<file path="src/hdl/bcm_pkg.sv">
// ----------------------------------------------------------------------------
// bcm_pkg
// Shared types for the classification metrics block: the back-end sequencer
// states, the metric codes and the queue status that flows between the parts.
// ----------------------------------------------------------------------------
package bcm_pkg;

   typedef enum logic [1:0] {
      ST_IDLE,
      ST_DIV,
      ST_HOLD
   } back_state_type;

   typedef enum logic [1:0] {
      OP_ACCURACY,
      OP_PRECISION,
      OP_RECALL,
      OP_F1
   } metric_op_type;

   typedef struct packed {
      logic full;
      logic empty;
   } q_status_type;

endpackage

</file>
<file path="src/hdl/binary_classification_metrics.sv">
// ----------------------------------------------------------------------------
// binary_classification_metrics
// Streaming binary classifier scoring: counts, accuracy, precision, recall
// and F1 per set of label pairs.
// ----------------------------------------------------------------------------
// The block takes one label pair per clock on the req stream, with req_tlast
// marking the end of a set, and gives one rsp beat per set carrying the
// saturating counts and four unsigned ratios with FRACTION_BITS fraction bits.
// The front end counts one beat per cycle while the queue is not full. At a
// set end it hands a snapshot to a two-entry queue and starts the next set
// at once. The back end derives the ratios with one shared restoring
// divider producing one quotient bit per cycle, and gives the rsp beat of a
// set once all four ratios are done. req_tready drops only while both queue
// entries hold sets that await the divider, which happens when short sets
// arrive in a row faster than the divider clears them or rsp stalls.
// ----------------------------------------------------------------------------
module binary_classification_metrics #(
   parameter int COUNT_BITS    = 20,
   parameter int FRACTION_BITS = 16,
   parameter int LABEL_BITS    = 8,
   localparam int REQ_BITS     = ((2 * LABEL_BITS + 7) / 8) * 8,
   localparam int RSP_FIELDS   = 5 * COUNT_BITS + 4 * (FRACTION_BITS + 1),
   localparam int RSP_BITS     = ((RSP_FIELDS + 7) / 8) * 8
) (
   input  logic                clock,
   input  logic                reset,
   input  logic                req_tvalid,
   output logic                req_tready,
   // {predicted_label, true_label} from bit 0 up: true_label, predicted_label
   input  logic [REQ_BITS-1:0] req_tdata,
   input  logic                req_tlast,
   output logic                rsp_tvalid,
   input  logic                rsp_tready,
   // from bit 0 up: true_positives, false_positives, false_negatives,
   // matches_res, sample_count, accuracy, precision, recall, f1_score
   output logic [RSP_BITS-1:0] rsp_tdata,
   // bit 0: status
   output logic                rsp_tuser
);
   import bcm_pkg::*;

   localparam int SNAP_BITS = 5 * COUNT_BITS + 1;

   q_status_type           q_status;
   logic                   snap_push, snap_pop;
   logic [SNAP_BITS-1:0]   push_data, pop_data;
   logic [RSP_FIELDS-1:0]  rsp_fields;

   bcm_front #(
      .COUNT_BITS (COUNT_BITS),
      .LABEL_BITS (LABEL_BITS),
      .SNAP_BITS  (SNAP_BITS)
   ) u_front (
      .clock           (clock),
      .reset           (reset),
      .item_valid      (req_tvalid),
      .item_ready      (req_tready),
      .true_label      (req_tdata[LABEL_BITS-1:0]),
      .predicted_label (req_tdata[2*LABEL_BITS-1:LABEL_BITS]),
      .last_item       (req_tlast),
      .q_status        (q_status),
      .snap_push       (snap_push),
      .snap_data       (push_data)
   );

   bcm_queue #(
      .SNAP_BITS (SNAP_BITS)
   ) u_queue (
      .clock     (clock),
      .reset     (reset),
      .push      (snap_push),
      .push_data (push_data),
      .pop       (snap_pop),
      .pop_data  (pop_data),
      .status    (q_status)
   );

   bcm_back #(
      .COUNT_BITS    (COUNT_BITS),
      .FRACTION_BITS (FRACTION_BITS),
      .SNAP_BITS     (SNAP_BITS),
      .RSP_BITS      (RSP_FIELDS)
   ) u_back (
      .clock      (clock),
      .reset      (reset),
      .q_status   (q_status),
      .snap_data  (pop_data),
      .snap_pop   (snap_pop),
      .rsp_valid  (rsp_tvalid),
      .rsp_ready  (rsp_tready),
      .rsp_data   (rsp_fields),
      .rsp_status (rsp_tuser)
   );

   assign rsp_tdata = RSP_BITS'(rsp_fields);

endmodule

</file>
<file path="src/hdl/bcm_front.sv">
// ----------------------------------------------------------------------------
// bcm_front
// Accepts label pairs, updates the saturating counters and the distinct-label
// tracking, and pushes a snapshot of the finished set into the queue.
// ----------------------------------------------------------------------------
module bcm_front #(
   parameter int COUNT_BITS = 20,
   parameter int LABEL_BITS = 8,
   parameter int SNAP_BITS  = 101
) (
   input  logic                    clock,
   input  logic                    reset,
   input  logic                    item_valid,
   output logic                    item_ready,
   input  logic [LABEL_BITS-1:0]   true_label,
   input  logic [LABEL_BITS-1:0]   predicted_label,
   input  logic                    last_item,
   input  bcm_pkg::q_status_type   q_status,
   output logic                    snap_push,
   output logic [SNAP_BITS-1:0]    snap_data
);
   import bcm_pkg::*;

   localparam int CLS_BITS = 2 * LABEL_BITS + 3;
   localparam logic [COUNT_BITS-1:0] COUNT_MAX = '1;
   localparam logic [LABEL_BITS-1:0] LABEL_ONE = LABEL_BITS'(1);
   localparam logic [LABEL_BITS-1:0] LABEL_ZERO = '0;

   logic [COUNT_BITS-1:0] tp_ff, fp_ff, fn_ff, match_ff, items_ff;
   logic [COUNT_BITS-1:0] tp_in, fp_in, fn_in, match_in, items_in;
   logic [CLS_BITS-1:0]   cls_ff, cls_mid, cls_in;
   logic                  accept;

   function automatic logic [COUNT_BITS-1:0] sat_inc(input logic [COUNT_BITS-1:0] c);
      return (c == COUNT_MAX) ? c : c + COUNT_BITS'(1);
   endfunction

   // cls packs {overflow, seen[1:0], second, first}
   function automatic logic [CLS_BITS-1:0] note_label(input logic [LABEL_BITS-1:0] v,
                                                      input logic [CLS_BITS-1:0] cls);
      logic [LABEL_BITS-1:0] first;
      logic [LABEL_BITS-1:0] second;
      logic [1:0]            seen;
      logic                  ovf;
      {ovf, seen, second, first} = cls;
      if (!((seen >= 2'd1 && v == first) || (seen >= 2'd2 && v == second))) begin
         priority if (seen == 2'd0) begin
            first = v;
            seen  = 2'd1;
         end else if (seen == 2'd1) begin
            second = v;
            seen   = 2'd2;
         end else begin
            ovf = 1'b1;
         end
      end
      return {ovf, seen, second, first};
   endfunction

   // a set end needs a free queue slot; hold off while the queue is full
   assign item_ready = !q_status.full;
   assign accept     = item_valid && item_ready;

   always_comb begin
      tp_in    = tp_ff;
      fp_in    = fp_ff;
      fn_in    = fn_ff;
      match_in = match_ff;
      items_in = sat_inc(items_ff);
      priority if (true_label == LABEL_ONE && predicted_label == LABEL_ONE) begin
         tp_in = sat_inc(tp_ff);
      end else if (true_label == LABEL_ZERO && predicted_label == LABEL_ONE) begin
         fp_in = sat_inc(fp_ff);
      end else if (true_label == LABEL_ONE && predicted_label == LABEL_ZERO) begin
         fn_in = sat_inc(fn_ff);
      end else begin
         tp_in = tp_ff;
      end
      if (true_label == predicted_label) begin
         match_in = sat_inc(match_ff);
      end
      cls_mid = note_label(true_label, cls_ff);
      cls_in  = note_label(predicted_label, cls_mid);
   end

   assign snap_push = accept && last_item;
   assign snap_data = {cls_in[CLS_BITS-1], items_in, match_in, fn_in, fp_in, tp_in};

   always_ff @(posedge clock) begin
      if (reset || snap_push) begin
         tp_ff    <= '0;
         fp_ff    <= '0;
         fn_ff    <= '0;
         match_ff <= '0;
         items_ff <= '0;
         cls_ff   <= '0;
      end else if (accept) begin
         tp_ff    <= tp_in;
         fp_ff    <= fp_in;
         fn_ff    <= fn_in;
         match_ff <= match_in;
         items_ff <= items_in;
         cls_ff   <= cls_in;
      end
   end

endmodule

</file>
<file path="src/hdl/bcm_queue.sv">
// ----------------------------------------------------------------------------
// bcm_queue
// Two-entry queue of finished-set snapshots between the front and back ends.
// ----------------------------------------------------------------------------
module bcm_queue #(
   parameter int SNAP_BITS = 101
) (
   input  logic                  clock,
   input  logic                  reset,
   input  logic                  push,
   input  logic [SNAP_BITS-1:0]  push_data,
   input  logic                  pop,
   output logic [SNAP_BITS-1:0]  pop_data,
   output bcm_pkg::q_status_type status
);
   import bcm_pkg::*;

   localparam int DEPTH    = 2;
   localparam int PTR_BITS = $clog2(DEPTH);

   logic [SNAP_BITS-1:0] slot_ff [DEPTH];
   logic [PTR_BITS-1:0]  wr_ptr_ff, rd_ptr_ff;
   logic [PTR_BITS:0]    fill_ff, fill_in;

   assign status.full  = (fill_ff == (PTR_BITS+1)'(DEPTH));
   assign status.empty = (fill_ff == '0);
   assign pop_data     = slot_ff[rd_ptr_ff];

   always_comb begin
      fill_in = fill_ff;
      if (push && !pop) begin
         fill_in = fill_ff + (PTR_BITS+1)'(1);
      end else if (pop && !push) begin
         fill_in = fill_ff - (PTR_BITS+1)'(1);
      end
   end

   always_ff @(posedge clock) begin
      if (reset) begin
         wr_ptr_ff <= '0;
         rd_ptr_ff <= '0;
         fill_ff   <= '0;
      end else begin
         fill_ff <= fill_in;
         if (push) begin
            wr_ptr_ff <= wr_ptr_ff + PTR_BITS'(1);
         end
         if (pop) begin
            rd_ptr_ff <= rd_ptr_ff + PTR_BITS'(1);
         end
      end
   end

   always_ff @(posedge clock) begin
      if (push) begin
         slot_ff[wr_ptr_ff] <= push_data;
      end
   end

endmodule

</file>
<file path="src/hdl/bcm_back.sv">
// ----------------------------------------------------------------------------
// bcm_back
// Pops set snapshots and works out accuracy, precision, recall and F1 with
// one shared restoring divider, one quotient bit per cycle, then presents
// the result in the output register.
// ----------------------------------------------------------------------------
module bcm_back #(
   parameter int COUNT_BITS    = 20,
   parameter int FRACTION_BITS = 16,
   parameter int SNAP_BITS     = 101,
   parameter int RSP_BITS      = 168
) (
   input  logic                  clock,
   input  logic                  reset,
   input  bcm_pkg::q_status_type q_status,
   input  logic [SNAP_BITS-1:0]  snap_data,
   output logic                  snap_pop,
   output logic                  rsp_valid,
   input  logic                  rsp_ready,
   output logic [RSP_BITS-1:0]   rsp_data,
   output logic                  rsp_status
);
   import bcm_pkg::*;

   localparam int FRAC_W    = FRACTION_BITS + 1;
   localparam int DEN_BITS  = COUNT_BITS + 2;
   localparam int REM_BITS  = COUNT_BITS + 3;
   localparam int STEP_BITS = $clog2(FRAC_W);
   localparam int CB        = COUNT_BITS;

   back_state_type state_ff, state_in;
   metric_op_type  op_ff, op_in;
   logic [STEP_BITS-1:0] step_ff, step_in;

   logic [CB-1:0]       tp_ff, fp_ff, fn_ff, match_ff, items_ff;
   logic                ovf_ff;
   logic [DEN_BITS-1:0] den_prec_ff, den_rec_ff, den_f1_ff;
   logic [REM_BITS-1:0] rem_ff, rem_in;
   logic [FRAC_W-1:0]   quo_ff, quo_in;
   logic [FRAC_W-1:0]   acc_ff, prec_ff, rec_ff, f1_ff;
   logic                rsp_valid_ff;
   logic [RSP_BITS-1:0] rsp_data_ff;
   logic                rsp_status_ff;

   logic [REM_BITS-1:0] num_sel, rem_shift;
   logic [DEN_BITS-1:0] den_sel;
   logic [FRAC_W-1:0]   quo_final;
   logic                bit_set, last_step, load_job, store_quo, load_rsp;
   logic                out_free;

   assign out_free = !rsp_valid_ff || rsp_ready;

   // operand select for the metric in flight
   always_comb begin
      unique case (op_ff)
         OP_ACCURACY: begin
            num_sel = REM_BITS'(match_ff);
            den_sel = DEN_BITS'(items_ff);
         end
         OP_PRECISION: begin
            num_sel = REM_BITS'(tp_ff);
            den_sel = den_prec_ff;
         end
         OP_RECALL: begin
            num_sel = REM_BITS'(tp_ff);
            den_sel = den_rec_ff;
         end
         OP_F1: begin
            num_sel = REM_BITS'({tp_ff, 1'b0});
            den_sel = den_f1_ff;
         end
         default: begin
            num_sel = '0;
            den_sel = '0;
         end
      endcase
   end

   // first step compares the numerator itself, later steps shift the remainder
   assign rem_shift = (step_ff == '0) ? num_sel : {rem_ff[REM_BITS-2:0], 1'b0};
   assign bit_set   = (rem_shift >= REM_BITS'(den_sel));
   assign rem_in    = bit_set ? rem_shift - REM_BITS'(den_sel) : rem_shift;
   assign quo_in    = {quo_ff[FRAC_W-2:0], bit_set};
   assign last_step = (step_ff == STEP_BITS'(FRACTION_BITS));
   assign quo_final = (den_sel == '0) ? '0 : quo_in;

   always_comb begin
      state_in  = state_ff;
      op_in     = op_ff;
      step_in   = step_ff;
      snap_pop  = 1'b0;
      load_job  = 1'b0;
      store_quo = 1'b0;
      load_rsp  = 1'b0;
      unique case (state_ff)
         ST_IDLE: begin
            if (!q_status.empty) begin
               snap_pop = 1'b1;
               load_job = 1'b1;
               op_in    = OP_ACCURACY;
               step_in  = '0;
               state_in = ST_DIV;
            end
         end
         ST_DIV: begin
            if (last_step) begin
               store_quo = 1'b1;
               step_in   = '0;
               if (op_ff == OP_F1) begin
                  state_in = ST_HOLD;
               end else begin
                  op_in = metric_op_type'(op_ff + 2'd1);
               end
            end else begin
               step_in = step_ff + STEP_BITS'(1);
            end
         end
         ST_HOLD: begin
            if (out_free) begin
               load_rsp = 1'b1;
               state_in = ST_IDLE;
            end
         end
         default: begin
            state_in = ST_IDLE;
         end
      endcase
   end

   always_ff @(posedge clock) begin
      if (reset) begin
         state_ff     <= ST_IDLE;
         op_ff        <= OP_ACCURACY;
         step_ff      <= '0;
         rsp_valid_ff <= 1'b0;
      end else begin
         state_ff <= state_in;
         op_ff    <= op_in;
         step_ff  <= step_in;
         if (load_rsp) begin
            rsp_valid_ff <= 1'b1;
         end else if (rsp_ready) begin
            rsp_valid_ff <= 1'b0;
         end
      end
   end

   always_ff @(posedge clock) begin
      if (load_job) begin
         tp_ff       <= snap_data[0*CB +: CB];
         fp_ff       <= snap_data[1*CB +: CB];
         fn_ff       <= snap_data[2*CB +: CB];
         match_ff    <= snap_data[3*CB +: CB];
         items_ff    <= snap_data[4*CB +: CB];
         ovf_ff      <= snap_data[5*CB];
         den_prec_ff <= DEN_BITS'(snap_data[0*CB +: CB]) + DEN_BITS'(snap_data[1*CB +: CB]);
         den_rec_ff  <= DEN_BITS'(snap_data[0*CB +: CB]) + DEN_BITS'(snap_data[2*CB +: CB]);
         den_f1_ff   <= DEN_BITS'({snap_data[0*CB +: CB], 1'b0})
                        + DEN_BITS'(snap_data[1*CB +: CB]) + DEN_BITS'(snap_data[2*CB +: CB]);
      end
      if (state_ff == ST_DIV) begin
         rem_ff <= rem_in;
         quo_ff <= quo_in;
      end
      if (store_quo) begin
         unique case (op_ff)
            OP_ACCURACY:  acc_ff  <= quo_final;
            OP_PRECISION: prec_ff <= quo_final;
            OP_RECALL:    rec_ff  <= quo_final;
            OP_F1:        f1_ff   <= quo_final;
            default:      acc_ff  <= quo_final;
         endcase
      end
      if (load_rsp) begin
         // a third distinct label zeroes the class-based ratios
         rsp_data_ff <= RSP_BITS'({
            ovf_ff ? FRAC_W'(0) : f1_ff,
            ovf_ff ? FRAC_W'(0) : rec_ff,
            ovf_ff ? FRAC_W'(0) : prec_ff,
            acc_ff, items_ff, match_ff, fn_ff, fp_ff, tp_ff});
         rsp_status_ff <= ovf_ff;
      end
   end

   assign rsp_valid  = rsp_valid_ff;
   assign rsp_data   = rsp_data_ff;
   assign rsp_status = rsp_status_ff;

endmodule

</file>
<file path="config.mk">
export PLATFORM = sky130hd
export DESIGN_NAME = binary_classification_metrics
export DESIGN_NICKNAME = d
export VERILOG_FILES = /design/src/hdl/bcm_pkg.sv /design/src/hdl/binary_classification_metrics.sv /design/src/hdl/bcm_front.sv /design/src/hdl/bcm_queue.sv /design/src/hdl/bcm_back.sv
export SDC_FILE = /design/constraint.sdc
export NUM_CORES = 1
export LEC_CHECK = 0
export ABC_AREA = 1
export BUFFER_PORTS_ARGS = -buffer_cell sky130_fd_sc_hd__buf_2
export CORE_MARGIN = 8
export CORE_UTILIZATION = 43
export DETAILED_ROUTE_END_ITERATION = 12
export REMOVE_ABC_BUFFERS = 1
export SKIP_LAST_GASP = 1
export SYNTH_ARGS = -nofsm -noshare
export SYNTH_HDL_FRONTEND = slang
export SYNTH_SLANG_ARGS = --single-unit
</file>
<file path="constraint.sdc">
create_clock -name clock -period 10.9 [get_ports clock]
set_clock_uncertainty 0.1 [all_clocks]
set_input_delay 2.18 -clock clock [delete_from_list [all_inputs] [get_ports clock]]
set_output_delay 2.18 -clock clock [all_outputs]
set_load 0.02 [all_outputs]
</file>
==> impl_metrics.yaml, run 1 <==
yosys:
  yosysMostFrequentCell: "sky130_fd_sc_hd__edfxtp_1"
  count_of_unique_library_cells_instantiated_by_yosys: 57
  yosysTopAreaCellShare_pct: 53.3
  synth-warning-count: 0
  netlist_top_cells_area: "sky130_fd_sc_hd__edfxtp_1 (53%), sky130_fd_sc_hd__dfxtp_1 (7.4%), sky130_fd_sc_hd__nand2_1 (5.9%)"
  synth_commonest_cells: "sky130_fd_sc_hd__edfxtp_1 (642), sky130_fd_sc_hd__nand2_1 (573), sky130_fd_sc_hd__inv_1 (450), sky130_fd_sc_hd__nor2_1 (272), sky130_fd_sc_hd__o21ai_0 (210)"
  synth_edf_count: 642
  synth_ff_type: "sky130_fd_sc_hd__edfxtp_1"
  synthesis.instances: 3387
  synth-seq-area-share_pct: 60.7
  synth_area_per_cell_sq_um: 10.7
  post_synth_instance_area_sq_mm: 0.0362
  synth_top_area_cell: "sky130_fd_sc_hd__edfxtp_1"
  share_of_async_settable_or_async_resettable_flops_after_synthesis_pct: 0
  register_bit_total_from_synthesis: 776
global_route:
  grt_start_max_net_pins: 79
  grt_pass1_wl_um: 136000
  grt_util_all_layers_pct: 18.6
  grt_antenna_before_repair: 5
  grt_pass1_vias: 23400
  globalRoute.totalOverflow: 0
timing:
  final_period_minus_worst_setup_slack_ns: 5.32
  grt_setup_unrepaired: "no"
  timing.setup.tns_ns: 0
  fmax_ghz: 0.188
  finalSetupViolations: 0
  max_slew.worst_pin.slew_ns: 0.975
  final-max-slew-violation-count: 0
  postLayoutSetupSlackWorst_ns: 5.58
  max-slew-margin-rel_pct: 35.0
  finalCritPeriodShare_pct: 48.8
  hold_violations: 0
placed_design:
  buffer_ports.inserted: 191
  placement.setup.worst_slack_ns: 5.16
  post-dp-hpwl_um: 63700
  place_area_sq_mm: 0.0383
  final_weighted_congestion_in_routability_driven_placement: 0.893
drt:
  route.vias.total: 24100
  via_density_per_instance: 5.08
  drt-pass1-iter-count: 6
  finalWirelength_um: 89200
  drc_violations_left: 0
  wl_per_cell_um: 18.8
  final_antenna_net_count: 0
  dr.first_iter.drc_count: 1642
cells_and_area:
  flow.area_growth_from_synthesis_pct: 13.2
  finalCoreUtilization_pct: 49.0
  finish.instance_area_sq_mm: 0.0410
  fin_nets: 3733
  drive_gt1_share_pct: 13.9
floorplanning:
  core_area_sq_mm: 0.0836
  die_w_um: 306
  design.die.area_sq_mm: 0.0937
  io-pin-count: 192
  initial_utilization_pct: 43.3
  rows: 106
  die_y_um: 306
cts:
  cts_repair_resize_count: 0
  tritoncts_sink_count: 776
  cts_buffer_depth: 3
  cts_tree: "done"
  hold_buffers: 0
  clock_latency_ns: 0.66
  clock_tree.htree_level_count: 3
  cts.repair_timing.setup_buffer_count: 0
  clockRootBuffer: "sky130_fd_sc_hd__clkbuf_16"
  cts_buf_count: 82
  clk_transition_reported_paths_ns: 0.06
setup_path:
  end_kind: "flop"
  timing.reg2reg.worst_path_depth: 16
  path_cells: "buf_4, o21ai_0, inv_1, fa_1, ha_1, nand3_1, nand2_1, a21oi_1, o21ai_0, a21boi_0, o21bai_1, a21boi_0, o21ai_0, nand3_1, nand3_1, nand2_1"
  cp_num_cells: 16
  critical_path.slowest_cell: "sky130_fd_sc_hd__buf_4"
  max_stage_delay_ns: 0.80
  startpoint_type: "flop"
  worstPathMaxFanout: 66
  critical_path_class: "flop to flop"
  worstPathArrival_ns: 5.62
  setup.reg_to_reg.worst_slack_ns: 5.58
  critPathTopFamily: "compound AO/OA/AOI/OAI gates"
  path_buf_inv: 2
  worst_ep_required_time_ns: 11.20
power:
  leakagePower_nw: 16.5
  total_power_mw: 11.4
  ir_drop_mv: 0.144
  power-per-cell-area_mw_per_mm2: 279
status:
  outcome: "finished clean"
worst_hold_path:
  holdCritPathClass: "flop to flop"
  hold_path_depth: 0
job:
  drv.max_cap_violation_count: 0
[where the power goes]
group,internal (mW),switching (mW)
Combinational,1.41,2.78
Clock,1.62,1.17
Sequential,4.14,0.327
Total,7.16,4.28
[per-layer routing]
metal / up-vias / global-route usage [%] / part of all wire, %
met5: - / 0 / 0.052
met4: 8 / 6.96 / 3.8
met3: 161 / 3.25 / 4.9
li1: 11900 / - / -
met1: 11400 / 24.0 / 44
met2: 577 / 31.3 / 47
[per-stage QoR]
stage / hold WS [ns] / cells
floorplan: 0.300 / 3288
global placement: 0.302 / 4585
detailed placement: 0.305 / 4585
CTS: 0.316 / 4737
global route: 0.318 / 4737
finish: 0.318 / 4738
[cell families after synthesis]
family	Yosys count	synth area share (%)
flops	776	60.7
xor+xnor	145	3.51
compound gates	513	7.79
buf+inv	564	6.16
fa+ha+maj	123	4.73
simple gates	1167	14.1
mux	99	3.08
[sequential cells by signal, summed over array words and instances, names as in the netlist, 17 cells and up, named ones only]
name	flops
u_back.fn_ff	20
u_back.items_ff	20
u_back.fp_ff	20
u_back.rsp_data	168
u_front.items_ff	20
u_back.match_ff	20
u_front.fn_ff	20
u_back.acc_ff	17
u_front.fp_ff	20
u_front.cls_ff	19
u_back.prec_ff	17
u_back.den_rec_ff	21
u_front.tp_ff	20
u_back.den_prec_ff	21
u_back.den_f1_ff	22
u_back.rec_ff	17
u_queue.slot_ff	202
u_back.f1_ff	17
u_back.rem_ff	22
u_back.tp_ff	20
u_front.match_ff	20
[layout make-up]
| class | instances | area (sq um) |
|---|---|---|
| fill | 7597 | 42600 |
| sequential | 776 | 22000 |
| multi-input combinational | 2047 | 12000 |
| clock buffer | 111 | 2220 |
| inverter | 465 | 1750 |
| tap | 1080 | 1350 |
| timing repair buffer | 217 | 1150 |
| clock inverter | 41 | 478 |
| antenna | 1 | 2.50 |
[cell usage in the layout (no fill, tap or decap), types with 17 or more instances in the layout]
cell	count
sky130_fd_sc_hd__edfxtp_1	642
sky130_fd_sc_hd__nand2_1	571
sky130_fd_sc_hd__inv_1	447
sky130_fd_sc_hd__nor2_1	268
sky130_fd_sc_hd__o21ai_0	210
sky130_fd_sc_hd__a21oi_1	202
sky130_fd_sc_hd__buf_2	191
sky130_fd_sc_hd__nand3_1	144
sky130_fd_sc_hd__dfxtp_1	133
sky130_fd_sc_hd__xor2_1	118
sky130_fd_sc_hd__ha_1	100
sky130_fd_sc_hd__mux2_2	98
sky130_fd_sc_hd__clkbuf_16	83
sky130_fd_sc_hd__nor3_1	56
sky130_fd_sc_hd__nand4_1	43
sky130_fd_sc_hd__xnor2_1	27
sky130_fd_sc_hd__buf_4	26
sky130_fd_sc_hd__clkbuf_1	24
sky130_fd_sc_hd__fa_1	23
sky130_fd_sc_hd__o22ai_1	22
sky130_fd_sc_hd__a22o_1	17
[path summary, 6_finish.rpt]
kind                                              to             start
worst max register to register  u_back.den_f1_ff[20]              flop
worst min register to register  u_back.rsp_data[108]  u_back.acc_ff[8]
worst max-delay path            u_back.den_f1_ff[20]              flop
worst min-delay path            u_back.rsp_data[108]  u_back.acc_ff[8]
Power figures use the tool's default switching activity.
==> run 2: changes to the inputs <==
Clock period 10.9 ns to 5.4 ns, I/O delays scaled along.
==> impl_metrics.yaml, run 2 (synthesized netlist as in run 1, its figures left out) <==
status:
  outcome: "finished clean"
setup_path:
  worst_ep_required_time_ns: 5.69
  worstPathMaxFanout: 33
  end_kind: "flop"
  path_buf_inv: 1
  timing.reg2reg.worst_path_depth: 13
  max_stage_delay_ns: 0.62
  startpoint_type: "flop"
  critPathTopFamily: "compound AO/OA/AOI/OAI gates"
  reg2reg_to: "u_back.den_f1_ff[20]"
  setup.reg_to_reg.worst_slack_ns: 1.02
  worstPathArrival_ns: 4.68
  critical_path.slowest_cell: "sky130_fd_sc_hd__dfxtp_4"
  critical_path_class: "flop to flop"
  path_cells: "buf_4, mux2_2, fa_1, ha_1, nand2_1, o21ai_0, a21boi_0, o21bai_1, a21boi_0, o21ai_0, nand3_1, nand3_1, nand2_1"
  cp_num_cells: 13
cells_and_area:
  finalCoreUtilization_pct: 49.3
  final_cells: 4745
  fill_cells: 7578
  mostFrequentLayoutCells: "sky130_fd_sc_hd__edfxtp_1 (642), sky130_fd_sc_hd__nand2_1 (571), sky130_fd_sc_hd__inv_1 (447)"
  flow.area_growth_from_synthesis_pct: 13.8
  fin_nets: 3740
  drive_gt1_share_pct: 14.3
  antennaDiodeCount: 0
  largest_register_ff_count: 202
  finish.instance_area_sq_mm: 0.0412
  mostFrequentLayoutCell: "sky130_fd_sc_hd__edfxtp_1"
  registers.top_by_ff_count: "u_queue.slot_ff"
drt:
  drt-pass1-iter-count: 6
  route.vias.total: 24000
  dr.first_iter.drc_count: 1662
  final_antenna_net_count: 0
  finalWirelength_um: 89100
  drc_violations_left: 0
  via_density_per_instance: 5.07
  wl_per_cell_um: 18.8
worst_hold_path:
  worst_hold_launch: "u_back.acc_ff[6]"
  worst_hold_endpoint: "u_back.rsp_data[106]"
  hold_path_depth: 0
  holdCritPathClass: "flop to flop"
timing:
  finalCritPeriodShare_pct: 81.2
  finalSetupViolations: 0
  hold_violations: 0
  final_period_minus_worst_setup_slack_ns: 4.38
  postLayoutSetupSlackWorst_ns: 1.02
  max-slew-margin-rel_pct: 36.0
  timing.setup.tns_ns: 0
  grt_setup_unrepaired: "no"
  final-max-slew-violation-count: 0
  max_slew.worst_pin.slew_ns: 0.960
  fmax_ghz: 0.228
cts:
  cts_tree: "done"
  tritoncts_sink_count: 776
  cts.repair_timing.setup_buffer_count: 0
  hold_buffers: 0
  clock_tree.htree_level_count: 3
  clk_transition_reported_paths_ns: 0.06
  cts_repair_resize_count: 0
  cts_buf_count: 83
  clockRootBuffer: "sky130_fd_sc_hd__clkbuf_16"
  clock_latency_ns: 0.63
  cts_buffer_depth: 3
floorplanning:
  die_w_um: 306
  initial_utilization_pct: 43.3
  io-pin-count: 192
  die_y_um: 306
  design.die.area_sq_mm: 0.0937
  rows: 106
  core_area_sq_mm: 0.0836
placed_design:
  post-dp-hpwl_um: 62900
  dpl.cell_count: 4591
  placement.setup.worst_slack_ns: 0.889
  final_weighted_congestion_in_routability_driven_placement: 0.910
  buffer_ports.inserted: 191
  place_area_sq_mm: 0.0384
power:
  power-per-cell-area_mw_per_mm2: 565
  ir_drop_mv: 0.286
  leakagePower_nw: 16.6
global_route:
  grt_util_all_layers_pct: 18.6
  grt_antenna_before_repair: 1
  grt_pass1_wl_um: 137000
  grt_start_max_net_pins: 170
  globalRoute.totalOverflow: 0
  grt_pass1_vias: 23400
job:
  drv.max_cap_violation_count: 0
run 2: changes by cell type in the layout (fill, tap and decap cells not counted), sizes merged:
cell    previous run  this run
diode              1         0
inv              469       467
clkbuf           111       108
buf              217       223
clkinv            26        33
run 2: per-layer routing:
layer / vias up / global-route usage (%) / wire [um]
met2: 613 / 30.6 / 41500
li1: 12000 / - / -
met4: 2 / 8.62 / 4110
met3: 181 / 2.91 / 4450
met5: - / 0 / 12
met1: 11300 / 24.3 / 39100
run 2: metrics by stage:
step                power [mW]  hold slack, ns
floorplan                 15.1           0.300
global placement          17.6           0.302
detailed placement        17.6           0.305
CTS                       23.5           0.316
global route              24.8           0.319
finish                    23.3           0.316
run 2: worst max path at each step:
stage	slack [ns]	to	start
5_1_grt	0.63	u_back.den_f1_ff[20]	flop
6_report	1.02	u_back.den_f1_ff[20]	flop
4_1_cts	0.93	u_back.den_f1_ff[20]	flop
3_5_place_dp	0.89	u_front.cls_ff[13]	req_tdata[7]
3_3_place_gp	0.96	u_front.cls_ff[15]	req_tdata[7]
2_1_floorplan	-4.64	u_queue.slot_ff[0][0]	req_tvalid
run 2: power breakdown:
group	leakage [nW]	total [mW]	switching, mW	internal [mW]
registers	7.05	9.01	0.664	8.35
logic	8.15	8.49	5.62	2.88
clock network	1.36	5.76	2.36	3.40
total	16.6	23.3	8.64	14.6
run 2: layout make-up:
cell class	count	area [sq um]	area share (%)
flip-flops and latches	776	22000	53.4
multi-input cells	2047	12000	29.3
well taps	1080	1350	3.28
repair buffers	223	1260	3.06
clock inverters	46	468	1.14
clock buffers	108	2330	5.66
inverters	465	1750	4.26
==> run 3: changes to the inputs <==
Clock period 5.4 ns to 3.75 ns, I/O delays scaled along.
==> impl_metrics.yaml, run 3 (synthesized netlist as in run 1, its figures left out) <==
cells_and_area:
  finalCoreUtilization_pct: 50.7
  mostFrequentLayoutCell: "sky130_fd_sc_hd__edfxtp_1"
  drive_gt1_share_pct: 17.8
  largest_register_ff_count: 202
  fill_cells: 7498
  antennaDiodeCount: 0
  registers.top_by_ff_count: "u_queue.slot_ff"
  mostFrequentLayoutCells: "sky130_fd_sc_hd__edfxtp_1 (642), sky130_fd_sc_hd__nand2_1 (570), sky130_fd_sc_hd__inv_1 (446)"
  fin_nets: 3858
  flow.area_growth_from_synthesis_pct: 17.1
placed_design:
  placement.setup.worst_slack_ns: -0.0997
  buffer_ports.inserted: 191
  post-dp-hpwl_um: 65400
  final_weighted_congestion_in_routability_driven_placement: 0.922
cts:
  clock_tree.htree_level_count: 3
  clk_transition_reported_paths_ns: 0.06
  cts_buf_count: 85
  cts_tree: "done"
  clockRootBuffer: "sky130_fd_sc_hd__clkbuf_16"
  tritoncts_sink_count: 776
  clock_latency_ns: 0.65
  cts_buffer_depth: 3
  hold_buffers: 0
timing:
  max-slew-margin-rel_pct: 35.5
  hold_violations: 0
  finalSetupViolations: 0
  final_period_minus_worst_setup_slack_ns: 3.58
  max_slew.worst_pin.slew_ns: 0.967
  postLayoutSetupSlackWorst_ns: 0.173
  final-max-slew-violation-count: 0
  finalCritPeriodShare_pct: 95.4
  fmax_ghz: 0.280
floorplanning:
  die_y_um: 306
  core_area_sq_mm: 0.0836
  io-pin-count: 192
  die_w_um: 306
  design.die.area_sq_mm: 0.0937
  rows: 106
  initial_utilization_pct: 43.3
setup_path:
  worst_ep_required_time_ns: 4.04
  path_buf_inv: 3
  end_kind: "flop"
  critical_path_class: "flop to flop"
  setup.reg_to_reg.worst_slack_ns: 0.17
  cp_num_cells: 17
  max_stage_delay_ns: 0.48
  worstPathMaxFanout: 6
  timing.reg2reg.worst_path_depth: 17
  critPathTopFamily: "compound AO/OA/AOI/OAI gates"
  startpoint_type: "flop"
  worstPathArrival_ns: 3.87
  path_cells: "buf_4, buf_4, mux2_2, fa_1, ha_1, buf_4, nand3_1, nand2_1, a21o_1, a21oi_2, o21ai_1, nand2_1, nand2_1, a21oi_2, o21ai_1, a21oi_1, o21bai_1"
  critical_path.slowest_cell: "sky130_fd_sc_hd__fa_1"
power:
  p_switching_mw: 12.9
  power.switching_fraction_pct: 36.7
  power-per-cell-area_mw_per_mm2: 832
  p_comb_share_pct: 38.8
  ir_drop_mv: 0.680
  p_seq_share_pct: 36.5
  leakagePower_nw: 17.2
  clock_power_share_pct: 24.7
  internal-power_mw: 22.3
drt:
  wl_per_cell_um: 18.7
  via_density_per_instance: 5.08
  wl_met3_um: 4610
  route.vias.total: 24700
  final_antenna_net_count: 0
  route.met2.wl_um: 43000
  route.top_layer_used: "met5"
  finalWirelength_um: 91200
  met1Wirelength_um: 41000
  drc_violations_left: 0
  dr.first_iter.drc_count: 1812
  drt-pass1-iter-count: 5
global_route:
  grt_pass1_wl_um: 140000
  grt_pass1_vias: 24200
  grt_start_max_net_pins: 198
  grt_util_all_layers_pct: 19.1
  grt_antenna_before_repair: 3
  globalRoute.totalOverflow: 0
status:
  outcome: "finished clean"
worst_hold_path:
  hold_path_depth: 2
  holdCritPathClass: "primary input to flop"
job:
  drv.max_cap_violation_count: 0
==> run 3: changes by cell type in the layout (fill, tap and decap cells not counted), moves of 6 or more <==
cell and delta:
sky130_fd_sc_hd__a21oi_2 +6, sky130_fd_sc_hd__o21ai_1 +14, sky130_fd_sc_hd__o21ai_0 -16, sky130_fd_sc_hd__buf_4 +107, sky130_fd_sc_hd__a21oi_1 -6, sky130_fd_sc_hd__buf_12 +8
==> run 3: repair_timing <==
| action | 4_1_cts | 5_1_grt |
|---|---|---|
| pin swaps | 0 | 6 |
| setup endpoints to repair | 25 | 40 |
| buffers inserted | 3 | 3 |
| resized for setup | 5 | 45 |
==> run 3: cell type report <==
cell class	count	area (sq um)	share of cell area [%]
clock inverter	52	629	1.48
inverter	465	1760	4.14
sequential	776	22000	51.8
multi-input combinational	2047	12100	28.7
timing repair buffer	339	2230	5.27
clock buffer	107	2300	5.43
tap	1080	1350	3.19
==> run 3: routing by layer <==
layer | global-route usage (%) | vias to the layer above
li1 | - | 12200
met1 | 25.7 | 11800
met3 | 2.85 | 129
met2 | 31.8 | 598
met4 | 6.13 | 2
met5 | 0 | -
==> run 3: path summary, 6_finish.rpt <==
check | startpoint | to
worst max-delay path | flop | u_back.den_f1_ff[21]
worst min-delay path | reset | u_back.step_ff[1]
worst max register to register | flop | u_back.den_f1_ff[21]
worst min register to register | u_back.fp_ff[18] | u_back.rsp_data[38]
==> run 3: power groups by stage <==
stage          logic (mW)  registers, mW  clock network [mW]
6_report             13.7           12.9                8.70
5_1_grt              15.3           13.0                9.23
4_1_cts              13.4           12.9                8.90
3_5_place_dp         13.3           13.1                   0
3_3_place_gp         13.2           13.0                   0
2_1_floorplan        8.77           12.9                   0
==> run 3: per-stage QoR <==
stage / TNS, ns / cell area, sq um / total power [mW] / cells / hold slack [ns]
final: 0 / 42400 / 35.3 / 4866 / 0.305
after global routing: -0.0853 / 42400 / 37.5 / 4866 / 0.294
after CTS: 0 / 42300 / 35.2 / 4863 / 0.267
after detailed placement: -0.342 / 39300 / 26.4 / 4701 / 0.305
after global placement: -0.0384 / 39300 / 26.2 / 4701 / 0.302
after floorplan: -2714.66 / 35700 / 21.6 / 3288 / 0.300
